### src/design/bxds_pkg.sv
`timescale 1ns / 1ps
// ----------------------------------------------------------------------------
// bxds_pkg
// Shared constants and types for the box average downsampler.
// ----------------------------------------------------------------------------
package bxds_pkg;

    localparam int MAX_WIDTH    = 2048;
    localparam int HEIGHT_LIMIT = 2048;
    localparam int MAX_LOG2     = 4;

    localparam int PIX_W   = 8;
    localparam int NUM_CH  = 3;
    localparam int SIZE_W  = 12;
    localparam int LOG2_W  = 3;
    localparam int COL_W   = $clog2(MAX_WIDTH);
    localparam int ROW_W   = $clog2(HEIGHT_LIMIT);
    localparam int MASK_W  = MAX_LOG2;
    // one tile row holds at most 2^MAX_LOG2 pixels, a tile 2^(2*MAX_LOG2)
    localparam int RUN_W   = PIX_W + MAX_LOG2;
    localparam int SUM_W   = PIX_W + 2 * MAX_LOG2;
    localparam int WORD_W  = NUM_CH * SUM_W;
    localparam int CIDX_W  = 2;

    localparam logic [CIDX_W-1:0] CFG_LOG2   = 2'd0;
    localparam logic [CIDX_W-1:0] CFG_WIDTH  = 2'd1;
    localparam logic [CIDX_W-1:0] CFG_HEIGHT = 2'd2;

    localparam logic [LOG2_W-1:0] LOG2_RESET   = 3'd1;
    localparam logic [SIZE_W-1:0] WIDTH_RESET  = 12'd640;
    localparam logic [SIZE_W-1:0] HEIGHT_RESET = 12'd480;

    // tile-column event handed from the front end to the accumulate stage
    typedef struct packed {
        logic                             first_row;
        logic                             emit;
        logic                             last;
        logic [LOG2_W-1:0]                shift;
        logic [COL_W-1:0]                 col;
        logic [ROW_W-1:0]                 orow;
        logic [NUM_CH-1:0][RUN_W-1:0]     run;
    } bxds_item_t;

    typedef logic [NUM_CH-1:0][SUM_W-1:0] bxds_sums_t;

endpackage

### src/design/bxds_front.sv
`timescale 1ns / 1ps
// ----------------------------------------------------------------------------
// bxds_front
// Configuration registers, pixel position counters and row running sums.
// Detects the last pixel of each tile row and issues the column sum read.
// ----------------------------------------------------------------------------
module bxds_front
    import bxds_pkg::*;
(
    input  logic                           clk,
    input  logic                           rst_n,
    input  logic                           cfg_we,
    input  logic [CIDX_W-1:0]              cfg_index,
    input  logic [SIZE_W-1:0]              cfg_data,
    input  logic                           accept,
    input  logic [NUM_CH-1:0][PIX_W-1:0]   pixel,
    output logic                           item_valid,
    output bxds_item_t                     item
);

    logic [LOG2_W-1:0]            log2_reg;
    logic [SIZE_W-1:0]            width_reg;
    logic [SIZE_W-1:0]            height_reg;
    logic [COL_W-1:0]             pixel_x_reg;
    logic [ROW_W-1:0]             pixel_y_reg;
    logic [NUM_CH-1:0][RUN_W-1:0] run_reg;

    logic [COL_W-1:0]             pixel_x_next;
    logic [ROW_W-1:0]             pixel_y_next;
    logic [NUM_CH-1:0][RUN_W-1:0] run_next;

    logic [LOG2_W-1:0] k_eff;
    logic [SIZE_W-1:0] w_eff;
    logic [SIZE_W-1:0] h_eff;
    logic [MASK_W-1:0] mask;
    logic [MASK_W-1:0] xm;
    logic [MASK_W-1:0] ym;
    logic [SIZE_W-1:0] cols;
    logic [SIZE_W-1:0] rows;
    logic [COL_W-1:0]  col;
    logic [ROW_W-1:0]  orow;
    logic [SIZE_W-1:0] x_inc;
    logic [SIZE_W-1:0] y_inc;
    logic              hit;
    logic              cfg_hit;

    always_comb
    begin
        k_eff = (log2_reg > LOG2_W'(MAX_LOG2)) ? LOG2_W'(MAX_LOG2) : log2_reg;

        if (width_reg == '0)
            w_eff = SIZE_W'(1);
        else if (width_reg > SIZE_W'(MAX_WIDTH))
            w_eff = SIZE_W'(MAX_WIDTH);
        else
            w_eff = width_reg;

        if (height_reg == '0)
            h_eff = SIZE_W'(1);
        else if (height_reg > SIZE_W'(HEIGHT_LIMIT))
            h_eff = SIZE_W'(HEIGHT_LIMIT);
        else
            h_eff = height_reg;

        mask = MASK_W'((MASK_W + 1)'(1) << k_eff) - MASK_W'(1);
        xm   = pixel_x_reg[MASK_W-1:0] & mask;
        ym   = pixel_y_reg[MASK_W-1:0] & mask;
        cols = w_eff >> k_eff;
        rows = h_eff >> k_eff;
        col  = pixel_x_reg >> k_eff;
        orow = pixel_y_reg >> k_eff;
        hit  = (xm == mask) && ({1'b0, col} < cols);

        for (int c = 0; c < NUM_CH; c++)
        begin
            if (xm == '0)
                run_next[c] = RUN_W'(pixel[c]);
            else
                run_next[c] = run_reg[c] + RUN_W'(pixel[c]);
        end

        x_inc = {1'b0, pixel_x_reg} + SIZE_W'(1);
        y_inc = {1'b0, pixel_y_reg} + SIZE_W'(1);
        if (x_inc >= w_eff)
        begin
            pixel_x_next = '0;
            pixel_y_next = (y_inc >= h_eff) ? '0 : y_inc[ROW_W-1:0];
        end
        else
        begin
            pixel_x_next = x_inc[COL_W-1:0];
            pixel_y_next = pixel_y_reg;
        end

        item.first_row = (ym == '0);
        item.emit      = (ym == mask) && ({1'b0, orow} < rows);
        item.last      = ({1'b0, col} == cols - SIZE_W'(1))
                         && ({1'b0, orow} == rows - SIZE_W'(1));
        item.shift     = k_eff;
        item.col       = col;
        item.orow      = orow;
        item.run       = run_next;
        item_valid     = accept && hit;
    end

    assign cfg_hit = cfg_we && ((cfg_index == CFG_LOG2) || (cfg_index == CFG_WIDTH)
                                || (cfg_index == CFG_HEIGHT));

    always_ff @(posedge clk or negedge rst_n)
    begin
        if (!rst_n)
        begin
            log2_reg    <= LOG2_RESET;
            width_reg   <= WIDTH_RESET;
            height_reg  <= HEIGHT_RESET;
            pixel_x_reg <= '0;
            pixel_y_reg <= '0;
            run_reg     <= '0;
        end
        else if (cfg_hit)
        begin
            // any register write restarts the frame
            case (cfg_index)
                CFG_LOG2:   log2_reg   <= cfg_data[LOG2_W-1:0];
                CFG_WIDTH:  width_reg  <= cfg_data;
                CFG_HEIGHT: height_reg <= cfg_data;
                default:    ;
            endcase
            pixel_x_reg <= '0;
            pixel_y_reg <= '0;
            run_reg     <= '0;
        end
        else if (accept)
        begin
            pixel_x_reg <= pixel_x_next;
            pixel_y_reg <= pixel_y_next;
            run_reg     <= run_next;
        end
    end

endmodule

### config.mk
export PLATFORM = sky130hd
export DESIGN_NAME = bxds_front
export DESIGN_NICKNAME = d
export VERILOG_FILES = /design/src/design/bxds_pkg.sv /design/src/design/bxds_front.sv
export SDC_FILE = /design/constraint.sdc
export NUM_CORES = 1
export LEC_CHECK = 0
export BUFFER_PORTS_ARGS = -buffer_cell sky130_fd_sc_hd__buf_2
export CORE_MARGIN = 1.5
export CORE_UTILIZATION = 65
export DETAILED_ROUTE_END_ITERATION = 12
export GPL_ROUTABILITY_DRIVEN = 0
export PLACE_DENSITY = 0.85
export SYNTH_ARGS = -nofsm -noshare
export SYNTH_HDL_FRONTEND = slang
export SYNTH_SLANG_ARGS = --single-unit
### constraint.sdc
create_clock -name clk -period 10.1 [get_ports clk]
set_input_delay 2.02 -clock clk [delete_from_list [all_inputs] [get_ports clk]]
set_output_delay 2.02 -clock clk [all_outputs]
set_load 0.005 [all_outputs]
==> results.cfg <==
[clocking]
post_cts_resized = 0
clk_pin_slew_ns = 0.06
cts_tree = done
cts.sinks = 85
cts_root_buffer = clkbuf_16
hold_buffers = 0
cts_buffers = 9
insertion_delay_ns = 0.35
clock_path_buffers = 2
htreeDepth = 3
cts_setup_buffers = 0

[sta]
setup_viol = 0
rsz0062_at_grt = no
relSlewSlack = 0.381
finalClockSkew_ns = 0.00883
finalCritPeriodShare = 0.683
hold_viol = 0
post-route-min-period_ns = 6.90
hold_ws_ns = 0.533
fmax_mhz = 145
final.setup.tns_ns = 0
slew_viol_final = 0
worst_pin_slew_ns = 0.929

[place]
io_buffers = 106
dpl.cell_count = 1322
place_area_mm2 = 0.00952
dp_hpwl_um = 17800

[critical_path]
start_kind = register
worst_r2r_path_depth = 13
crit_slowest_cell = buf_4
worstSetupEndpointType = output port
crit_arrival_ns = 4.88
cp_cell_sequence = buf_4, nand2b_1, inv_2, nand2_1, a311o_1, o21ai_2, ha_1, nor2b_1, o21a_1, o21a_1, o21a_1, o21a_1, o21a_1, o2111ai_1, a21boi_0, o32ai_1, buf_2
r2r_end = pixel_y_reg[8]
r2r_setup_slack_ns = 5.97
critical_path_class = reg2out
rr_startpoint = pixel_x_reg[0]
crit_path_start = log2_reg[0]
cp_top_family = compound AO/OA/AOI/OAI gates
required_ns = 8.08
slowest_delay_ns = 0.58
crit_top_cell = o21a_1
crit_buf_inv = 3
crit_path_max_fanout = 59

[hold_path]
min_path_cells = 2
min_from = run_reg[29]
timing.hold.worst.class = reg2reg
min_to = run_reg[29]

[routing]
routed_via_density = 6.51
drcViolationCount = 0
firstDrtPassIters = 7
finalWirelength_um = 24400
drt-wirelength-per-cell_um = 18.2
top_layer = met4
dr_wl_met2_um = 11100
wirelength_met1_um = 10300
route.met3.wl_um = 2160
vias = 8718
drt_iter0_markers = 904
ant_nets = 0

[floorplan]
die_y_um = 121
die_x_um = 121
core.rowCount = 42
dieArea_mm2 = 0.0146
core-area_mm2 = 0.0134
pin_count = 107
start_util = 0.674

[power_and_ir_drop]
ir_drop_v = 0.000127
powerDensity_mw_per_mm2 = 182
leakagePower_nw = 4.63

[grt]
grt_start_max_net_pins = 73
grt_pass1_wl_um = 39500
antenna_found_initial = 1
grt-ovfl-total = 0
grt_usage = 0.339
grt_pass1_vias = 7958

[synth]
avgSynthCellArea_um2 = 8.14
ys_seq_area_frac = 0.236
synthesis.area_mm2 = 0.00903
synth_seq_cells = 85
synth_edf_count = 0
syn-num-nets = 1226
synthFlopType = dfrtp_1
async_reset_ff_frac = 1.00
synth_cell_type_count = 91
yosys_warnings = 0
syn_inst = 1109

[cells_and_area]
fin_nets = 1274
largest_reg_flops = 36
fin_area_mm2 = 0.00984
drive_gt1_frac = 0.175
syn2layout_area_growth_pct = 8.95
final_cells = 1339

[job]
maxCapViolations = 0

[status]
status = finished, final reports clean
[power breakdown]
| group | internal (W) | switching, W |
|---|---|---|
| Sequential | 0.000393 | 0.0000815 |
| Clock | 0.000219 | 0.000141 |
| Combinational | 0.000411 | 0.000551 |
[synth_stat cells, types with 10 or more instances]
| cell type | instances | area (um^2) |
|---|---|---|
| buf_2 | 12 | 60.1 |
| a21oi_1 | 66 | 330 |
| nand2_1 | 139 | 522 |
| o21ai_0 | 90 | 450 |
| inv_1 | 58 | 218 |
| a22o_1 | 11 | 96.3 |
| and3_1 | 16 | 100 |
| o31ai_1 | 10 | 75.1 |
| buf_1 | 11 | 41.3 |
| nor2b_1 | 13 | 81.3 |
| o21a_1 | 16 | 120 |
| clkbuf_1 | 47 | 176 |
| mux2_2 | 36 | 405 |
| a211oi_1 | 17 | 128 |
| nor2_1 | 66 | 248 |
| nor3_1 | 12 | 60.1 |
| ha_1 | 72 | 901 |
| dfrtp_1 | 78 | 1950 |
| xnor2_1 | 41 | 359 |
| a21o_1 | 17 | 128 |
| mux2i_1 | 43 | 430 |
| nand2b_1 | 19 | 119 |
| xor2_1 | 19 | 166 |
| nand3_1 | 28 | 140 |
[cell type report]
type,count,area (um^2)
timing repair buffer,112,578
fill,1045,3560
multi-input combinational,889,6360
clock buffer,11,233
clock inverter,5,86.3
inverter,60,225
antenna,1,2.50
tap,176,220
sequential,85,2140
[how the worst max path moves through the flow]
stage | cells past startpoint | to | slack [ns]
6_report | 17 | item[62] | 3.20
5_1_grt | 17 | item[62] | 2.94
3_3_place_gp | 18 | item_valid | 3.77
4_1_cts | 17 | item[62] | 3.28
2_1_floorplan | 12 | item[10] | 4.28
3_5_place_dp | 17 | item[62] | 3.70
[metal layers]
metal  GRT usage  vias up
met4       0.129        0
met1       0.465     4093
met3      0.0611       83
li1            -     4086
met2       0.536      456
met5           0        -
[worst register-to-register path, cell delays in order (launching register included)]
cell and delay (ns):
dfrtp_1 0.65, ha_1 0.33, nand3_1 0.19, nor2_1 0.34, nand3_1 0.14, xnor2_1 0.22, ha_1 0.21, nor3_1 0.06
o21ai_0 0.11, a31o_2 0.16, a41oi_1 0.20, o211ai_1 0.74, nand2_1 0.35, a22o_1 0.31
[through the flow]
step	util	setup slack, ns	total power (W)
finish	0.734	3.20	0.00179
global route	0.734	2.94	0.00192
CTS	0.734	3.28	0.00178
detailed placement	0.710	3.70	0.00141
global placement	0.710	3.77	0.00139
floorplan	-	4.28	0.00115
[placed cells by master, fill, tap and decap left out, types with 17 or more instances in the layout]
master / instances
mux2_2: 36
buf_2: 105
xor2_1: 19
o21ai_0: 90
nand2_1: 139
a21o_1: 17
ha_1: 72
dfrtp_1: 77
xnor2_1: 41
nand3_1: 28
nand2b_1: 19
a21oi_1: 65
nor2_1: 66
a211oi_1: 17
mux2i_1: 43
inv_1: 58
[cells by family after synthesis]
logic type               synth area share
flip-flops                          0.236
AND/OR/NAND/NOR                     0.184
AO/OA/AOI/OAI                       0.237
XOR/XNOR                           0.0657
multiplexers                        0.108
buffers and inverters              0.0608
adder cells (fa/ha/maj)             0.107
Power figures use the tool's default switching activity.
