## src/design/bxds_pkg.sv

```systemverilog
`timescale 1ns / 1ps
// ----------------------------------------------------------------------------
// bxds_pkg
// Shared constants and types for the box average downsampler.
// ----------------------------------------------------------------------------
package bxds_pkg;

    localparam int MAX_WIDTH    = 2048;
    localparam int HEIGHT_LIMIT = 2048;
    localparam int MAX_LOG2     = 4;

    localparam int PIX_W   = 8;
    localparam int NUM_CH  = 3;
    localparam int SIZE_W  = 12;
    localparam int LOG2_W  = 3;
    localparam int COL_W   = $clog2(MAX_WIDTH);
    localparam int ROW_W   = $clog2(HEIGHT_LIMIT);
    localparam int MASK_W  = MAX_LOG2;
    // one tile row holds at most 2^MAX_LOG2 pixels, a tile 2^(2*MAX_LOG2)
    localparam int RUN_W   = PIX_W + MAX_LOG2;
    localparam int SUM_W   = PIX_W + 2 * MAX_LOG2;
    localparam int WORD_W  = NUM_CH * SUM_W;
    localparam int CIDX_W  = 2;

    localparam logic [CIDX_W-1:0] CFG_LOG2   = 2'd0;
    localparam logic [CIDX_W-1:0] CFG_WIDTH  = 2'd1;
    localparam logic [CIDX_W-1:0] CFG_HEIGHT = 2'd2;

    localparam logic [LOG2_W-1:0] LOG2_RESET   = 3'd1;
    localparam logic [SIZE_W-1:0] WIDTH_RESET  = 12'd640;
    localparam logic [SIZE_W-1:0] HEIGHT_RESET = 12'd480;

    // tile-column event handed from the front end to the accumulate stage
    typedef struct packed {
        logic                             first_row;
        logic                             emit;
        logic                             last;
        logic [LOG2_W-1:0]                shift;
        logic [COL_W-1:0]                 col;
        logic [ROW_W-1:0]                 orow;
        logic [NUM_CH-1:0][RUN_W-1:0]     run;
    } bxds_item_t;

    typedef logic [NUM_CH-1:0][SUM_W-1:0] bxds_sums_t;

endpackage

```

## src/design/bxds_accum.sv

```systemverilog
`timescale 1ns / 1ps
// ----------------------------------------------------------------------------
// bxds_accum
// Adds the tile row sum into the column sum, writes it back and forms the
// averaged output pixel in the output register.
// ----------------------------------------------------------------------------
module bxds_accum
    import bxds_pkg::*;
(
    input  logic                          clk,
    input  logic                          rst_n,
    input  logic                          in_valid,
    input  bxds_item_t                    in_item,
    output logic                          in_ready,
    input  bxds_sums_t                    rd_data,
    output logic                          wr_en,
    output logic [COL_W-1:0]              wr_addr,
    output bxds_sums_t                    wr_data,
    output logic                          out_valid,
    input  logic                          out_ready,
    output logic [NUM_CH-1:0][PIX_W-1:0]  out_pixel,
    output logic [COL_W-1:0]              out_col,
    output logic [ROW_W-1:0]              out_row,
    output logic                          out_last
);

    logic                         s1_valid_reg;
    bxds_item_t                   s1_item_reg;
    logic                         s1_fwd_reg;
    bxds_sums_t                   s1_fwd_data_reg;
    logic                         out_valid_reg;
    logic [NUM_CH-1:0][PIX_W-1:0] out_pixel_reg;
    logic [COL_W-1:0]             out_col_reg;
    logic [ROW_W-1:0]             out_row_reg;
    logic                         out_last_reg;

    logic                         s1_adv;
    logic                         s1_load;
    logic                         out_load;
    bxds_sums_t                   sum;
    bxds_sums_t                   base;
    logic [NUM_CH-1:0][PIX_W-1:0] avg;

    assign s1_adv   = !out_valid_reg || out_ready;
    assign in_ready = !s1_valid_reg || s1_adv;
    assign s1_load  = in_valid && in_ready;
    assign wr_en    = s1_valid_reg && s1_adv;
    assign wr_addr  = s1_item_reg.col;
    assign wr_data  = sum;
    assign out_load = wr_en && s1_item_reg.emit;

    always_comb
    begin
        for (int c = 0; c < NUM_CH; c++)
        begin
            // the read was issued in the same cycle as a write to that column
            if (s1_item_reg.first_row)
                base[c] = '0;
            else if (s1_fwd_reg)
                base[c] = s1_fwd_data_reg[c];
            else
                base[c] = rd_data[c];
            sum[c] = base[c] + SUM_W'(s1_item_reg.run[c]);
            avg[c] = PIX_W'(sum[c] >> {s1_item_reg.shift, 1'b0});
        end
    end

    always_ff @(posedge clk or negedge rst_n)
    begin
        if (!rst_n)
        begin
            s1_valid_reg  <= 1'b0;
            s1_fwd_reg    <= 1'b0;
            out_valid_reg <= 1'b0;
        end
        else
        begin
            if (s1_load)
            begin
                s1_valid_reg <= 1'b1;
                s1_fwd_reg   <= wr_en && (wr_addr == in_item.col);
            end
            else if (s1_adv)
            begin
                s1_valid_reg <= 1'b0;
            end

            if (out_load)
                out_valid_reg <= 1'b1;
            else if (out_ready)
                out_valid_reg <= 1'b0;
        end
    end

    always_ff @(posedge clk)
    begin
        if (s1_load)
        begin
            s1_item_reg     <= in_item;
            s1_fwd_data_reg <= sum;
        end
        if (out_load)
        begin
            out_pixel_reg <= avg;
            out_col_reg   <= s1_item_reg.col;
            out_row_reg   <= s1_item_reg.orow;
            out_last_reg  <= s1_item_reg.last;
        end
    end

    assign out_valid = out_valid_reg;
    assign out_pixel = out_pixel_reg;
    assign out_col   = out_col_reg;
    assign out_row   = out_row_reg;
    assign out_last  = out_last_reg;

    // a tile event is never taken while the stage holds a stalled one
    assert property (@(posedge clk) disable iff (!rst_n)
        in_valid |-> (!s1_valid_reg || s1_adv))
        else $error("tile event entered a stalled stage");

    // a stalled stage keeps its event until the output frees up
    assert property (@(posedge clk) disable iff (!rst_n)
        (s1_valid_reg && !s1_adv) |=> (s1_valid_reg && $stable(s1_item_reg)))
        else $error("stalled tile event lost");

    // a held result is not overwritten by the next tile
    assert property (@(posedge clk) disable iff (!rst_n)
        (out_valid_reg && !out_ready) |=>
            (out_valid_reg && $stable(out_pixel_reg) && $stable(out_col_reg)
             && $stable(out_row_reg)))
        else $error("held result overwritten");

    // forwarding only follows a write-back in the cycle the item came in
    assert property (@(posedge clk) disable iff (!rst_n)
        s1_load |=> (s1_fwd_reg == $past(wr_en && (wr_addr == in_item.col))))
        else $error("column forward flag mismatch");

endmodule

```

## config.mk

```make
export PLATFORM = sky130hd
export DESIGN_NAME = bxds_accum
export DESIGN_NICKNAME = d
export VERILOG_FILES = /design/src/design/bxds_pkg.sv /design/src/design/bxds_accum.sv
export SDC_FILE = /design/constraint.sdc
export NUM_CORES = 1
export LEC_CHECK = 0
export BUFFER_PORTS_ARGS = -buffer_cell sky130_fd_sc_hd__buf_2
export CAP_MARGIN = 40
export CORE_MARGIN = 8
export CORE_UTILIZATION = 55
export CTS_BUF_LIST = sky130_fd_sc_hd__clkbuf_4 sky130_fd_sc_hd__clkbuf_8 sky130_fd_sc_hd__clkbuf_16
export CTS_CLUSTER_DIAMETER = 80
export DETAILED_ROUTE_END_ITERATION = 8
export PLACE_DENSITY = 0.8
export SYNTH_ARGS = -nofsm -noshare
export SYNTH_HDL_FRONTEND = slang
export SYNTH_SLANG_ARGS = --single-unit
```

## constraint.sdc

```tcl
create_clock -name clk -period 7 [get_ports clk]
set_clock_uncertainty 0.1 [all_clocks]
set_input_delay 1.05 -clock clk [delete_from_list [all_inputs] [get_ports clk]]
set_output_delay 1.05 -clock clk [all_outputs]
set_load 0.05 [all_outputs]
```

==> metrics.md <==
| Metric | Value |
|---|---|
| Total die area | `20800 um^2` |
| Mapped cell area | `9020 um^2` |
| Largest net degree at the start of global routing | `between 60 and 70` |
| Global Route Usage Sum | `0.223` |
| Crit-path max cell delay | `0.82 ns` |
| Clk buf depth | `2` |
| Nets | `about 1100` |
| Post-synth top area cell | `edfxtp_1` |
| Hold buffers post-CTS | `0` |
| Wire per inst | `19.7 um` |
| Cell count after synthesis | `746` |
| Final Setup Violations | `0` |
| DR iter-0 viols | `572` |
| Residual DRC count | `0` |
| #FFs+latches synth | `162` |
| Setup Fix Bufs, Post-CTS | `0` |
| Worst relative slew slack | `0.431` |
| Post-Syn Nets | `approximately 900` |
| Cell leakage power | `4.41 nW` |
| Total number of vias | `around 6900` |
| Post-synthesis sequential area ratio | `0.537` |
| Synth area leaders | `edfxtp_1 53%, mux2i_1 6.9%, ha_1 5.0%` |
| Place WS | `2.09 ns` |
| Share of layout cells above drive strength 1 | `0.311` |
| Root Driver | `clkbuf_16` |
| Port bufs | `between 200 and 250` |
| Sink count of the clock tree | `162` |
| GR Overflow Total | `0` |
| Most frequent cells in the layout | `224 x buf_2, 159 x edfxtp_1, 79 x nor2_1` |
| Worst-path clk slew | `roughly 0.07 ns` |
| DIE WIDTH | `144 um` |
| Initial antenna violation count | `1` |
| Starting Density | `0.554` |
| Arr. time, crit path | `between 3 and 4 ns` |
| Netlist cell types | `79` |
| RSZ-0062 raised after global routing | `no` |
| CP Launch Type | `flop` |
| Tmin final | `between 5 and 6 ns` |
| Final Cycle Share | `0.728` |
| Syn Area/Cell | `~12 um^2` |
| Ports | `~230` |
| Area share of the largest cell type after synthesis | `0.529` |
| Site Rows | `47` |
| Pwr Density | `271 nW/um^2` |
| CP Class | `reg2out` |
| Top_reg_cell synth | `edfxtp_1` |
| Post-synth ARST share | `0.0185` |
| Global-route wire length before repair | `35600 um` |
| Element type at the critical path end | `primary output` |
| Max reg flops | `53` |
| Setup TNS | `0 ns` |
| CP delay by family, top | `compound AO/OA/AOI/OAI gates` |
| Total core area | `16300 um^2` |
| Final Slew Violations | `0` |
| Post-DP HPWL | `17500 um` |
| Routability Congestion | `0.857` |
| Drt total wl | `about 23000 um` |
| CP required | `5.85 ns` |
| Worst-Skew Late Latency | `0.43 ns` |
| Setup WS post-layout | `~1.9 ns` |
| Worst vdd ir | `0.000165 V` |
| Tightest Hold Check Type | `in2async` |
| Max Clock Freq | `0.196 GHz` |
| Die Y | `144 um` |
| Vias in the first global route | `slightly below 7000` |
| Critical-path cell list | `buf_12 -> nor2_1 -> ha_1 -> fa_1 -> a21oi_1 -> o2111ai_1 -> a22oi_1 -> a21o_1 -> nor4_1 -> xor2_1 -> buf_2` |
| CTS tree | `yes` |
| Worst-margin pin slew | `0.853 ns` |
| DRT antenna net count | `0` |
| Number of CTS-inserted buffers | `17` |
| YS warnings | `0` |
| TritonRoute pass-1 iters | `5` |
| Area grow syn2layout | `20.8%` |
| Crit-path max FO | `35` |
| Final Hold Vio Count | `0` |
| Status | `finished, final reports clean` |
| CTS resizes | `0` |
| Worst path bufs/invs | `2` |
| Number of synthesized flops with an enable pin | `159` |
| Vias/cell | `a little under 6` |
| Commonest non-fill, non-tap cell in the layout | `buf_2` |
| Slowest CP cell | `edfxtp_1` |
| Max_cap viols | `0` |
| Depth of the CTS H-tree | `4` |
[worst reg2reg max path: stages (launching register included)]
cell and delay, ns:
dfrtp_2 0.53, buf_4 0.46, mux2i_1 0.29, nor2_1 0.06, ha_1 0.36, o21a_1 0.15, o21ai_1 0.07, nor2b_4 0.14
or3_4 0.37, a2111oi_4 0.36, xor2_1 0.19, mux2_1 0.32, mux4_2 0.44
[final timing paths]
check                                            to                 startpoint  depth (start not counted)  slack, ns
max in group asynchronous    s1_fwd_reg$_DFFE_PN0P_                      rst_n                          1       6.38
hold / removal             s1_valid_reg$_DFFE_PN0P_                      rst_n                          1       0.31
setup reg to reg            out_pixel[17]$_DFFE_PP_     s1_fwd_reg$_DFFE_PN0P_                         12       2.90
hold reg to reg                out_row[3]$_DFFE_PP_  s1_item_reg[39]$_DFFE_PP_                          0       0.32
setup / recovery                        wr_data[46]  s1_item_reg[63]$_DFFE_PP_                         11       1.90
min in group clk               out_row[3]$_DFFE_PP_  s1_item_reg[39]$_DFFE_PP_                          0       0.32
[layer usage]
layer	track usage	vias up	share of wire
li1	-	3251	-
met1	0.281	3269	0.41
met2	0.365	303	0.47
met3	0.0545	40	0.093
met4	0.0863	0	0.022
met5	0	-	0
[report_power, final]
group | leakage, nW | internal [mW] | switching [mW]
combinational | 2.55 | 0.233 | 0.582
clock | 0.293 | 0.487 | 0.447
sequential | 1.57 | 1.18 | 0.0300
total | 4.41 | 1.90 | 1.06
[metrics by stage]
stage	area, um^2	utilization	std cells	total power [mW]	hold slack [ns]
CTS	10900	0.669	1185	2.97	0.297
global placement	10300	0.630	1151	2.02	0.302
detailed placement	10300	0.632	1153	2.04	0.305
finish	10900	0.669	1187	2.96	0.307
floorplan	9020	-	746	1.83	0.300
global route	10900	0.669	1186	3.06	0.299
[Yosys cell counts, drive strengths merged, types with 3 or more instances]
master	instances
a221oi	3
nand4	7
o21a	10
a21oi	43
nor3	8
nor4	6
edfxtp	159
a21o	16
dfrtp	3
o221ai	6
inv	20
a211o	3
buf	25
o21ai	28
or2	5
o31ai	3
ha	36
mux2	9
o22ai	3
a211oi	15
nand3	12
nand3b	3
o211ai	6
xnor2	24
or3	6
clkbuf	21
mux4	6
and2	7
xor2	20
a2111oi	4
nand2	32
nor2b	5
mux2i	62
nand2b	5
o21bai	6
a2111o	3
fa	3
nor2	79
a31oi	6
and3	3
[kinds of logic (layout without fill, tap and decap cells)]
family,after synthesis,count (layout),share of synthesized area
and+or+nand+nor,182,182,0.0969
other,0,2,0
xor gates and xnor gates,44,44,0.0427
muxes,77,77,0.0954
DFF,162,162,0.537
buffers and inverters,67,286,0.0340
AOI/OAI and AO/OA,175,175,0.137
adders and majority gates,39,39,0.0566
[area by class of cell]
cell class | instances | area (um^2)
fill | 1255 | 5380
sequential | 162 | 4850
multi-input combinational | 517 | 3870
timing repair buffer | 233 | 1220
clock buffer | 17 | 425
tap | 220 | 275
clock inverter | 15 | 178
inverter | 21 | 81.3
antenna | 2 | 5.00
No activity file was read; power rests on OpenSTA's default activity.
